**config.mk**
```make
export PLATFORM = sky130hd
export DESIGN_NAME = mie_ram
export DESIGN_NICKNAME = d
export VERILOG_FILES = /design/src/rtl/mie_ram.sv
export SDC_FILE = /design/constraint.sdc
export NUM_CORES = 1
export LEC_CHECK = 0
export BUFFER_PORTS_ARGS = -buffer_cell sky130_fd_sc_hd__clkbuf_2
export CAP_MARGIN = 15
export CORE_MARGIN = 1
export CORE_UTILIZATION = 55
export CTS_CLUSTER_DIAMETER = 200
export DETAILED_ROUTE_END_ITERATION = 8
export GPL_TIMING_DRIVEN = 0
export PLACE_DENSITY = 0.71
export SLEW_MARGIN = 0
export SYNTH_ARGS = -nofsm -noshare
export SYNTH_HDL_FRONTEND = slang
export SYNTH_SLANG_ARGS = --single-unit
```
**constraint.sdc**
```tcl
create_clock -name clk -period 8.1 [get_ports clk]
set_input_delay 0.81 -clock clk [delete_from_list [all_inputs] [get_ports clk]]
set_output_delay 0.81 -clock clk [all_outputs]
set_load 0.02 [all_outputs]
```
**src/rtl/mie_ram.sv**
```systemverilog
// ----------------------------------------------------------------------------
// mie_ram: generic single-write, single-read synchronous RAM
// Read data is registered and holds while the read enable is low. A read of
// the address written at the same edge returns the old contents.
// ----------------------------------------------------------------------------
module mie_ram #(
  parameter int WIDTH = 32,
  parameter int DEPTH = 32
) (
  input  logic                     clk,
  input  logic                     we,
  input  logic [$clog2(DEPTH)-1:0] waddr,
  input  logic [WIDTH-1:0]         wdata,
  input  logic                     re,
  input  logic [$clog2(DEPTH)-1:0] raddr,
  output logic [WIDTH-1:0]         rdata
);

  logic [WIDTH-1:0] mem [DEPTH];

  always_ff @(posedge clk) begin
    if (we) begin
      mem[waddr] <= wdata;
    end
    if (re) begin
      rdata <= mem[raddr];
    end
  end

endmodule

```
==> results_dict.tcl <==
set metrics [dict create \
    finalCritPeriodShare_pct 33.0 \
    die_w_um 274 \
    relSlewSlack_pct 22.2 \
    grt_max_degree 33 \
    grt_pass1_wl_um 140000 \
    p_leak_nw 16.3 \
    hold_violations 0 \
    start_util_pct 55.7 \
    required_ns 8.43 \
    path_max_fanout 10 \
    postLayoutCoreUtil_pct 63.7 \
    max_freq_mhz 374 \
    die_area_um2 75300 \
    netlist_area_um2 40800 \
    setup_slack_ns 5.42 \
    cts_buffers 101 \
    tightestPinTransition_ns 1.17 \
    dp_worst_setup_slack_ns 4.85 \
    vdd_drop_max_v 0.000178 \
    yosysWarnings 0 \
    synthToLayoutAreaGrowth_pct 14.3 \
    syn-mean-instance-area_um2 18.1 \
    io-pin-count 77 \
    gr-usage-all-layers_pct 25.8 \
    crit_path_end_kind "flop" \
    powerDensity_nw_per_um2 246 \
    netlist.area_leader.share_pct 77.7 \
    gp_congestion 0.815 \
    cts_tree "done" \
    setup_viol 0 \
    violations "DRC" \
    min_period_ns 2.68 \
    hpwl_um 61300 \
    crit_arrival_ns 3.01 \
    crit_path_max_incr_delay_ns 0.50 \
    m1WireLength_um 38300 \
    synth_seq_cells 1056 \
    report.final.slew_viol_count 0 \
    antenna_found_initial 4 \
    startpoint_type "input port" \
    num_vias 21600 \
    wl_met2_um 47400 \
    clkSinkCount 1056 \
    synth_cells 2260 \
    vias_per_cell 6.15 \
    final_layout_size_suffix_gt1_share_pct 14.0 \
    cp_slowest_cell "a31oi_1" \
    total_power_w 0.0115 \
    core-area_um2 73200 \
    ys_seq_area_share_pct 77.7 \
    dr.pass1.iters 7 \
    synth_cell_type_count 24 \
    cts-resized-gates 0 \
    wl_met3_um 8110 \
    cts_setup_buffers 0 \
    wl_per_cell_um 27.5 \
    htreeDepth 3 \
    tns_ns 0 \
    die_y_um 274 \
    dr.max_layer_used "met5" \
    rsz0062_at_grt "no" \
    detail-route-antenna-nets 0 \
    num_rows 99 \
    io_buffers 75 \
    antenna_cells 0 \
    ctsLongestPathBuffers 3 \
    insertion_delay_ns 0.67 \
    layout_common_cells "edfxtp_1, mux2i_1, clkbuf_16" \
    grt-ovfl-total 0 \
    synth_area_leader_cell "edfxtp_1" \
    hp-class "flop to flop" \
    finClkSkew_ns 0.0285 \
    hold_buffers 0 \
    cp_cell_sequence "clkbuf_2 > nor2_1 > buf_2 > buf_2 > buf_2 > nand2_1 > a31oi_1 > nand3_1" \
    synth.area.top_cells "edfxtp_1, mux2i_1, a22oi_1" \
    crit_buf_inv 4 \
    path_class "input port to flop" \
    clk_pin_slew_worst_paths_ns 0.06 \
    grt_pass1_vias 21900 \
    totalWireLength_um 96400 \
    design_area_um2 46600 \
    mostFrequentLayoutCell "edfxtp_1" \
    status "complete, but fails checks" \
    nets 2515 \
    cts-root-buf "clkbuf_16" \
    route.detailed.drc 5 \
    nFillCells 4906 \
    first_iter_violations 2194 \
    placed_area_um2 43300 \
    maxCapViolations 0 \
    synth_nets 2305 \
    critical_path.top_delay_family "buffers and inverters" \
    crit_top_cell "buf_2" \
]
worst reg2reg max path: cells and delay by family (launching register included):
family	cells	cell delay, ns
AOI/OAI and AO/OA	2	0.66
and+or+nand+nor	2	0.37
DFF	1	0.36
muxes	1	0.18
per-stage QoR:
step | cells | hold slack, ns
floorplan | 2260 | 0.629
global placement | 3294 | 0.673
detailed placement | 3326 | 0.679
CTS | 3508 | 0.688
global route | 3508 | 0.716
finish | 3508 | 0.686
cell families after synthesis:
family          share of synthesized area, %
mux                                     12.6
simple gates                            3.08
buf+inv                                 1.85
compound gates                          4.81
flops                                   77.7
cell usage after synthesis:
library cell     n
mux2i_1        512
a31oi_1         32
a22o_1          64
nor2b_1          1
nor2_1          34
nand3b_1         5
buf_2           26
a21oi_1         96
and2_1           1
buf_4           33
or3b_2           3
nor3_1          32
or2_2            1
nand2_1         98
clkbuf_4         2
edfxtp_1      1056
and2b_1          1
or3_1            1
clkbuf_1        46
nand2b_1         2
buf_1            5
buf_6           15
a22oi_1         96
nand3_1         98
final timing paths:
kind	startpoint	to	cells after the start	slack, ns
min	mem[26][30]	rdata[30]	4	0.69
max reg2reg	mem[7][13]	rdata[13]	5	6.22
min reg2reg	mem[26][30]	rdata[30]	4	0.69
max	raddr[1]	rdata[12]	8	5.42
registers in the layout, summed over array words and instances (netlist names):
signal,cells
mem,1024
rdata,32
per-layer routing:
metal / track usage, % / vias up
met5: 0 / -
met4: 8.32 / 4
met3: 4.71 / 176
met2: 42.8 / 1015
met1: 34.7 / 11000
li1: - / 9406
where the power goes:
group          leakage, nW  internal (W)  total (W)  switching (W)
registers             9.54       0.00610    0.00612      0.0000188
logic                 5.10      0.000190   0.000621       0.000431
clock network         1.62       0.00278    0.00473        0.00195
cell type report:
type / count / area, µm² / share of cell area (%)
buffer: 127 / 753 / 1.62
clock buffer: 121 / 2670 / 5.72
clock inverter: 61 / 657 / 1.41
multi-input combinational: 1077 / 8580 / 18.4
sequential: 1056 / 31700 / 68.0
tap: 959 / 1200 / 2.57
timing repair buffer: 107 / 1050 / 2.26
Note: power is estimated with default switching activity, not from simulation.
