File: config.mk
export PLATFORM = sky130hd
export DESIGN_NAME = mie_merge
export DESIGN_NICKNAME = d
export VERILOG_FILES = /design/src/rtl/mie_pkg.sv /design/src/rtl/mie_merge.sv
export SDC_FILE = /design/constraint.sdc
export NUM_CORES = 1
export LEC_CHECK = 0
export BUFFER_PORTS_ARGS = -buffer_cell sky130_fd_sc_hd__buf_4
export CAP_MARGIN = 20
export CELL_PAD_IN_SITES_DETAIL_PLACEMENT = 1
export CELL_PAD_IN_SITES_GLOBAL_PLACEMENT = 2
export CORE_MARGIN = 4
export CORE_UTILIZATION = 31
export DETAILED_ROUTE_END_ITERATION = 6
export PLACE_DENSITY_LB_ADDON = 0.1
export RECOVER_POWER = 50
export SLEW_MARGIN = 15
export SYNTH_ARGS = -nofsm -noshare
export SYNTH_HDL_FRONTEND = slang
export SYNTH_SLANG_ARGS = --single-unit
File: constraint.sdc
create_clock -name vclk -period 1.77
set_input_delay 0.177 -clock vclk [all_inputs]
set_output_delay 0.177 -clock vclk [all_outputs]
set_load 0.05 [all_outputs]
File: src/rtl/mie_pkg.sv
// ----------------------------------------------------------------------------
// mie_pkg: shared types and constants of the I-type/J-type execute block
// Opcode codes, stream word layouts and the stage record passed between the
// operand stage and the memory stage.
// ----------------------------------------------------------------------------
package mie_pkg;

  // Data memory size in words; must be a power of two.
  localparam int MEM_WORDS = 1024;
  localparam int MEM_AW    = $clog2(MEM_WORDS);
  localparam int RF_DEPTH  = 32;
  localparam int RF_AW     = $clog2(RF_DEPTH);
  localparam int XLEN      = 32;
  localparam int MIDX_W    = 10;
  localparam int IN_W      = 64;
  localparam int OUT_W     = 120;

  localparam logic [5:0] OP_J     = 6'h02;
  localparam logic [5:0] OP_JAL   = 6'h03;
  localparam logic [5:0] OP_BEQ   = 6'h04;
  localparam logic [5:0] OP_BNE   = 6'h05;
  localparam logic [5:0] OP_BLEZ  = 6'h06;
  localparam logic [5:0] OP_BGTZ  = 6'h07;
  localparam logic [5:0] OP_ADDI  = 6'h08;
  localparam logic [5:0] OP_ADDIU = 6'h09;
  localparam logic [5:0] OP_SLTI  = 6'h0A;
  localparam logic [5:0] OP_SLTIU = 6'h0B;
  localparam logic [5:0] OP_ANDI  = 6'h0C;
  localparam logic [5:0] OP_ORI   = 6'h0D;
  localparam logic [5:0] OP_XORI  = 6'h0E;
  localparam logic [5:0] OP_LUI   = 6'h0F;
  localparam logic [5:0] OP_LB    = 6'h20;
  localparam logic [5:0] OP_LH    = 6'h21;
  localparam logic [5:0] OP_LWL   = 6'h22;
  localparam logic [5:0] OP_LW    = 6'h23;
  localparam logic [5:0] OP_LBU   = 6'h24;
  localparam logic [5:0] OP_LHU   = 6'h25;
  localparam logic [5:0] OP_LWR   = 6'h26;
  localparam logic [5:0] OP_SB    = 6'h28;
  localparam logic [5:0] OP_SH    = 6'h29;
  localparam logic [5:0] OP_SWL   = 6'h2A;
  localparam logic [5:0] OP_SW    = 6'h2B;
  localparam logic [5:0] OP_SWR   = 6'h2E;
  localparam logic [5:0] OP_LL    = 6'h30;
  localparam logic [5:0] OP_SC    = 6'h38;

  typedef struct packed {
    logic [XLEN-1:0] current_pc;
    logic [XLEN-1:0] instruction;
  } in_word_t;

  typedef struct packed {
    logic [4:0]        pad;
    logic              unknown_op;
    logic [XLEN-1:0]   mem_value;
    logic [MIDX_W-1:0] mem_word_index;
    logic              mem_write;
    logic [XLEN-1:0]   reg_value;
    logic [RF_AW-1:0]  reg_index;
    logic              reg_write;
    logic [XLEN-1:0]   branch_target;
    logic              branch_taken;
  } out_word_t;

  // Record of one instruction between operand stage and memory stage.
  typedef struct packed {
    logic              taken;
    logic [XLEN-1:0]   target;
    logic              wreg;
    logic              is_load;
    logic [RF_AW-1:0]  ridx;
    logic [XLEN-1:0]   rval;
    logic              wmem;
    logic              unknown;
    logic [5:0]        op;
    logic [1:0]        lane;
    logic [MEM_AW-1:0] widx;
    logic [XLEN-1:0]   b;
  } stage_t;

endpackage

File: src/rtl/mie_merge.sv
// ----------------------------------------------------------------------------
// mie_merge: load extraction and store byte merge
// Builds the register value of a load and the whole memory word of a store
// from the addressed memory word, the byte lane and the rt operand.
// ----------------------------------------------------------------------------
module mie_merge (
  input  logic [5:0]               op,
  input  logic [1:0]               lane,
  input  logic [mie_pkg::XLEN-1:0] w,
  input  logic [mie_pkg::XLEN-1:0] b,
  output logic [mie_pkg::XLEN-1:0] ld_val,
  output logic [mie_pkg::XLEN-1:0] st_val
);
  import mie_pkg::*;

  logic [4:0]      bsh;
  logic [4:0]      hsh;
  logic [7:0]      byte_v;
  logic [15:0]     half_v;

  assign bsh    = {lane, 3'b000};
  assign hsh    = {lane[1], 4'b0000};
  assign byte_v = 8'(w >> bsh);
  assign half_v = lane[1] ? w[31:16] : w[15:0];

  always_comb begin
    ld_val = w;
    st_val = b;
    case (op)
      OP_LB:  ld_val = {{24{byte_v[7]}}, byte_v};
      OP_LBU: ld_val = {24'h000000, byte_v};
      OP_LH:  ld_val = {{16{half_v[15]}}, half_v};
      OP_LHU: ld_val = {16'h0000, half_v};
      OP_LWL: begin
        case (lane)
          2'd0:    ld_val = {w[7:0], b[23:0]};
          2'd1:    ld_val = {w[15:0], b[15:0]};
          2'd2:    ld_val = {w[23:0], b[7:0]};
          default: ld_val = w;
        endcase
      end
      OP_LWR: begin
        case (lane)
          2'd0:    ld_val = w;
          2'd1:    ld_val = {b[31:24], w[31:8]};
          2'd2:    ld_val = {b[31:16], w[31:16]};
          default: ld_val = {b[31:8], w[31:24]};
        endcase
      end
      OP_SB: st_val = (w & ~(32'h000000FF << bsh)) | ({24'h000000, b[7:0]} << bsh);
      OP_SH: st_val = (w & ~(32'h0000FFFF << hsh)) | ({16'h0000, b[15:0]} << hsh);
      OP_SWL: begin
        case (lane)
          2'd0:    st_val = {w[31:8], b[31:24]};
          2'd1:    st_val = {w[31:16], b[31:16]};
          2'd2:    st_val = {w[31:24], b[31:8]};
          default: st_val = b;
        endcase
      end
      OP_SWR: begin
        case (lane)
          2'd0:    st_val = b;
          2'd1:    st_val = {b[23:0], w[7:0]};
          2'd2:    st_val = {b[15:0], w[15:0]};
          default: st_val = {b[7:0], w[23:0]};
        endcase
      end
      default: begin
        ld_val = w;
        st_val = b;
      end
    endcase
  end

endmodule

==> impl_metrics.xml <==
<?xml version="1.0" encoding="UTF-8"?>
<metrics>
  <group name="critical_path">
    <metric name="timing.critical_path.to_type" unit="">output port</metric>
    <metric name="worst-path-max-fanout" unit="">6</metric>
    <metric name="crit_path_end" unit="">ld_val[2]</metric>
    <metric name="critical_path.startpoint_type" unit="">input port</metric>
    <metric name="cp-startpoint" unit="">op[4]</metric>
    <metric name="cp.arrival" unit="ns">1.79</metric>
    <metric name="timing.setup.critical_path_class" unit="">in2out</metric>
    <metric name="crit_required" unit="ns">1.59</metric>
  </group>
  <group name="timing">
    <metric name="report.final.setup_viol" unit="">64</metric>
    <metric name="max_freq" unit="GHz">0.509</metric>
    <metric name="report.final.slew_viol_count" unit="">0</metric>
    <metric name="hold_violations" unit="">0</metric>
    <metric name="max-slew-margin-rel" unit="%">66.4</metric>
    <metric name="rsz0062_at_grt" unit="">yes</metric>
    <metric name="post_route_setup_slack" unit="ns">-0.194</metric>
    <metric name="worstMarginPinSlew" unit="ns">0.503</metric>
    <metric name="final_period_minus_worst_setup_slack" unit="ns">1.96</metric>
    <metric name="final.hold.worst_slack" unit="ns">0.763</metric>
    <metric name="period_utilization_post_route" unit="%">111</metric>
  </group>
  <group name="drt">
    <metric name="wire_per_inst" unit="um">30.9</metric>
    <metric name="route.final.wire_length" unit="um">29500</metric>
    <metric name="vias_per_cell" unit="">6.82</metric>
    <metric name="drt-pass1-iter-count" unit="">5</metric>
    <metric name="antenna_violating_nets_post_route" unit="">0</metric>
    <metric name="dr_total_vias" unit="">6518</metric>
    <metric name="drt_iter0_drc" unit="">636</metric>
    <metric name="drc_errors" unit="">0</metric>
  </group>
  <group name="power">
    <metric name="power_per_cell_area" unit="nW/um2">294</metric>
    <metric name="leakage" unit="uW">0.00358</metric>
    <metric name="power.total" unit="uW">2640</metric>
    <metric name="vdd_ir_drop_max" unit="uV">185</metric>
  </group>
  <group name="placement">
    <metric name="post_place_cell_area" unit="um2">6950</metric>
    <metric name="gp_congestion" unit="">0.988</metric>
    <metric name="port-buffer-count" unit="">136</metric>
    <metric name="dpl.hpwl" unit="um">18700</metric>
    <metric name="pre_cts_ws" unit="ns">-0.491</metric>
  </group>
  <group name="global_route">
    <metric name="global_route.overflow_total" unit="">0</metric>
    <metric name="grt_antenna_before_repair" unit="">0</metric>
    <metric name="grt_pass1_vias" unit="">6545</metric>
    <metric name="grt_first_pass_wirelength" unit="um">40100</metric>
    <metric name="largest_net_degree_at_the_start_of_global_routing" unit="">28</metric>
    <metric name="gr-usage-all-layers" unit="%">31.6</metric>
  </group>
  <group name="outcome">
    <metric name="status" unit="">finished with violations</metric>
    <metric name="violations" unit="">negative setup slack</metric>
  </group>
  <group name="finish">
    <metric name="sequential_cell_total" unit="">0</metric>
    <metric name="layout.nets" unit="">854</metric>
    <metric name="register_area" unit="um2">0</metric>
    <metric name="syn2layout_area_growth" unit="%">110</metric>
    <metric name="clock_buffers" unit="">0</metric>
    <metric name="fin_area" unit="um2">8990</metric>
    <metric name="drive_gt1_share" unit="%">69.5</metric>
    <metric name="antenna_cells" unit="">0</metric>
    <metric name="utilization" unit="%">67.1</metric>
  </group>
  <group name="synthesis">
    <metric name="synth-compound-area-share" unit="%">32.3</metric>
    <metric name="synth_cell_type_count" unit="">47</metric>
    <metric name="proportion_of_synthesized_area_in_mux_cells" unit="%">41.6</metric>
    <metric name="synth-warning-count" unit="">0</metric>
    <metric name="synth-adder-area-share" unit="%">0</metric>
    <metric name="syn-cell-area" unit="um2">4290</metric>
    <metric name="yosysSeqAreaShare" unit="%">0</metric>
    <metric name="synthXorXnorAreaFrac" unit="%">0.204</metric>
    <metric name="synth-simple-area-share" unit="%">18.1</metric>
    <metric name="syn-instance-count" unit="">535</metric>
    <metric name="postSynthNetCount" unit="">607</metric>
    <metric name="synth_top_family_by_area" unit="">multiplexers</metric>
    <metric name="syn_area_per_cell" unit="um2">8.01</metric>
  </group>
  <group name="die">
    <metric name="core_region_area" unit="um2">13400</metric>
    <metric name="ios" unit="">136</metric>
    <metric name="die_area" unit="um2">15800</metric>
    <metric name="placement_rows" unit="">42</metric>
    <metric name="initial_core_util" unit="%">32.0</metric>
    <metric name="die-height" unit="um">126</metric>
    <metric name="die_width" unit="um">126</metric>
  </group>
  <group name="worst_hold_path">
    <metric name="hold_path.startpoint" unit="">w[4]</metric>
    <metric name="hold_crit_depth" unit="">3</metric>
    <metric name="worstHoldPathType" unit="">in2out</metric>
  </group>
  <group name="job">
    <metric name="maxCapViolations" unit="">0</metric>
  </group>
  <group name="clock_tree">
    <metric name="cts-hold-fix-buffers" unit="">0</metric>
  </group>
</metrics>
[power by group]
part | total, uW | internal [uW] | leakage (uW) | switching (uW)
Clock | 0 | 0 | 0 | 0
Combinational | 2640 | 1180 | 0.00358 | 1460
Sequential | 0 | 0 | 0 | 0
Total | 2640 | 1180 | 0.00358 | 1460
[kinds of logic after synthesis]
| kind of cell | count (synthesis) |
|---|---|
| AND/OR/NAND/NOR | 157 |
| XOR/XNOR | 1 |
| AO/OA/AOI/OAI | 180 |
| multiplexers | 133 |
| buffers and inverters | 64 |
[cell usage after synthesis (all sizes together)]
cell	instances	area, um2
and2b	1	7.51
o2bb2ai	16	140
o22ai	9	56.3
o21bai	2	15.0
a32oi	1	8.76
nor4	1	12.5
a22oi	31	233
nor3b	1	7.51
nand3	3	15.0
a21oi	3	22.5
and3	18	113
nor2b	7	43.8
o2111a	1	11.3
a31oi	22	138
o211a	1	10.0
clkbuf	22	82.6
o21ai	27	135
mux4	33	743
nand4	1	6.26
nor3	9	60.1
or3	3	18.8
mux2i	70	701
a221oi	22	193
nand2	45	171
a221o	16	160
o32a	9	90.1
and2	10	62.6
mux2	30	338
xnor2	1	8.76
or3b	1	8.76
nand2b	2	12.5
nand4bb	2	22.5
buf	40	243
inv	2	7.51
nor2	51	191
o2111ai	10	93.8
and4bb	2	25.0
a211oi	10	80.1
[layer usage]
metal  wire length (um)  global-route usage (%)  part of all wire [%]
met5                  0                       0                     0
met4                804                    4.02                   2.7
met3               2350                    4.70                   8.0
met2              13900                    51.8                    47
met1              12500                    45.3                    42
[layout by cell type, fill, tap and decap left out, types with 7 or more instances in the layout]
cell	netlist	routed
sky130_fd_sc_hd__buf_16	0	8
sky130_fd_sc_hd__buf_12	0	27
sky130_fd_sc_hd__buf_4	16	159
sky130_fd_sc_hd__a221o_2	0	14
sky130_fd_sc_hd__mux4_2	33	33
sky130_fd_sc_hd__nor2_1	51	44
sky130_fd_sc_hd__mux2i_2	0	7
sky130_fd_sc_hd__a22oi_1	31	13
sky130_fd_sc_hd__o2111ai_4	0	7
sky130_fd_sc_hd__a221oi_2	0	9
sky130_fd_sc_hd__mux2_2	30	24
sky130_fd_sc_hd__nand2_1	44	37
sky130_fd_sc_hd__and2_1	10	8
sky130_fd_sc_hd__a221oi_4	0	12
sky130_fd_sc_hd__a31oi_4	0	22
sky130_fd_sc_hd__o21ai_0	26	13
sky130_fd_sc_hd__a22oi_2	0	18
sky130_fd_sc_hd__o2bb2ai_1	16	13
sky130_fd_sc_hd__buf_8	0	29
sky130_fd_sc_hd__and3_1	18	16
sky130_fd_sc_hd__o21ai_1	1	10
sky130_fd_sc_hd__mux2i_1	70	60
sky130_fd_sc_hd__buf_6	1	76
[worst min path at each step]
stage | slack, ns | to
after floorplan | 0.58 | st_val[10]
final | 0.76 | st_val[4]
after detailed placement | 0.79 | st_val[4]
after global routing | 0.78 | st_val[4]
after global placement | 0.79 | st_val[4]
after CTS | 0.76 | st_val[4]
[cell type report]
class | instances | area (um2)
fill | 1370 | 4410
tap | 176 | 220
multi-input combinational | 472 | 5330
timing repair buffer | 306 | 3430
inverter | 2 | 11.3
[critical path, stage by stage]
cell	delay (ns)
sky130_fd_sc_hd__buf_8	0.11
sky130_fd_sc_hd__or3b_4	0.45
sky130_fd_sc_hd__a21oi_4	0.21
sky130_fd_sc_hd__nand2_2	0.11
sky130_fd_sc_hd__buf_6	0.15
sky130_fd_sc_hd__a221o_2	0.42
sky130_fd_sc_hd__buf_8	0.16
[stage by stage]
| stage | TNS, ns | std cells |
|---|---|---|
| finish | -8.17 | 956 |
| global route | -9.90 | 956 |
| CTS | -5.71 | 943 |
| detailed placement | -18.49 | 907 |
| global placement | -16.43 | 907 |
| floorplan | -1.39 | 535 |
[repair_timing]
| item | in CTS | in global routing |
|---|---|---|
| endpoints found under the hold margin | 0 | 0 |
| endpoints found under the setup margin | 64 | 64 |
| gates resized for setup | 241 | 63 |
| pin swaps | 51 | 33 |
| buffers inserted | 29 | 9 |
| gates cloned | 9 | 6 |
No activity file was read; power rests on OpenSTA's default activity.
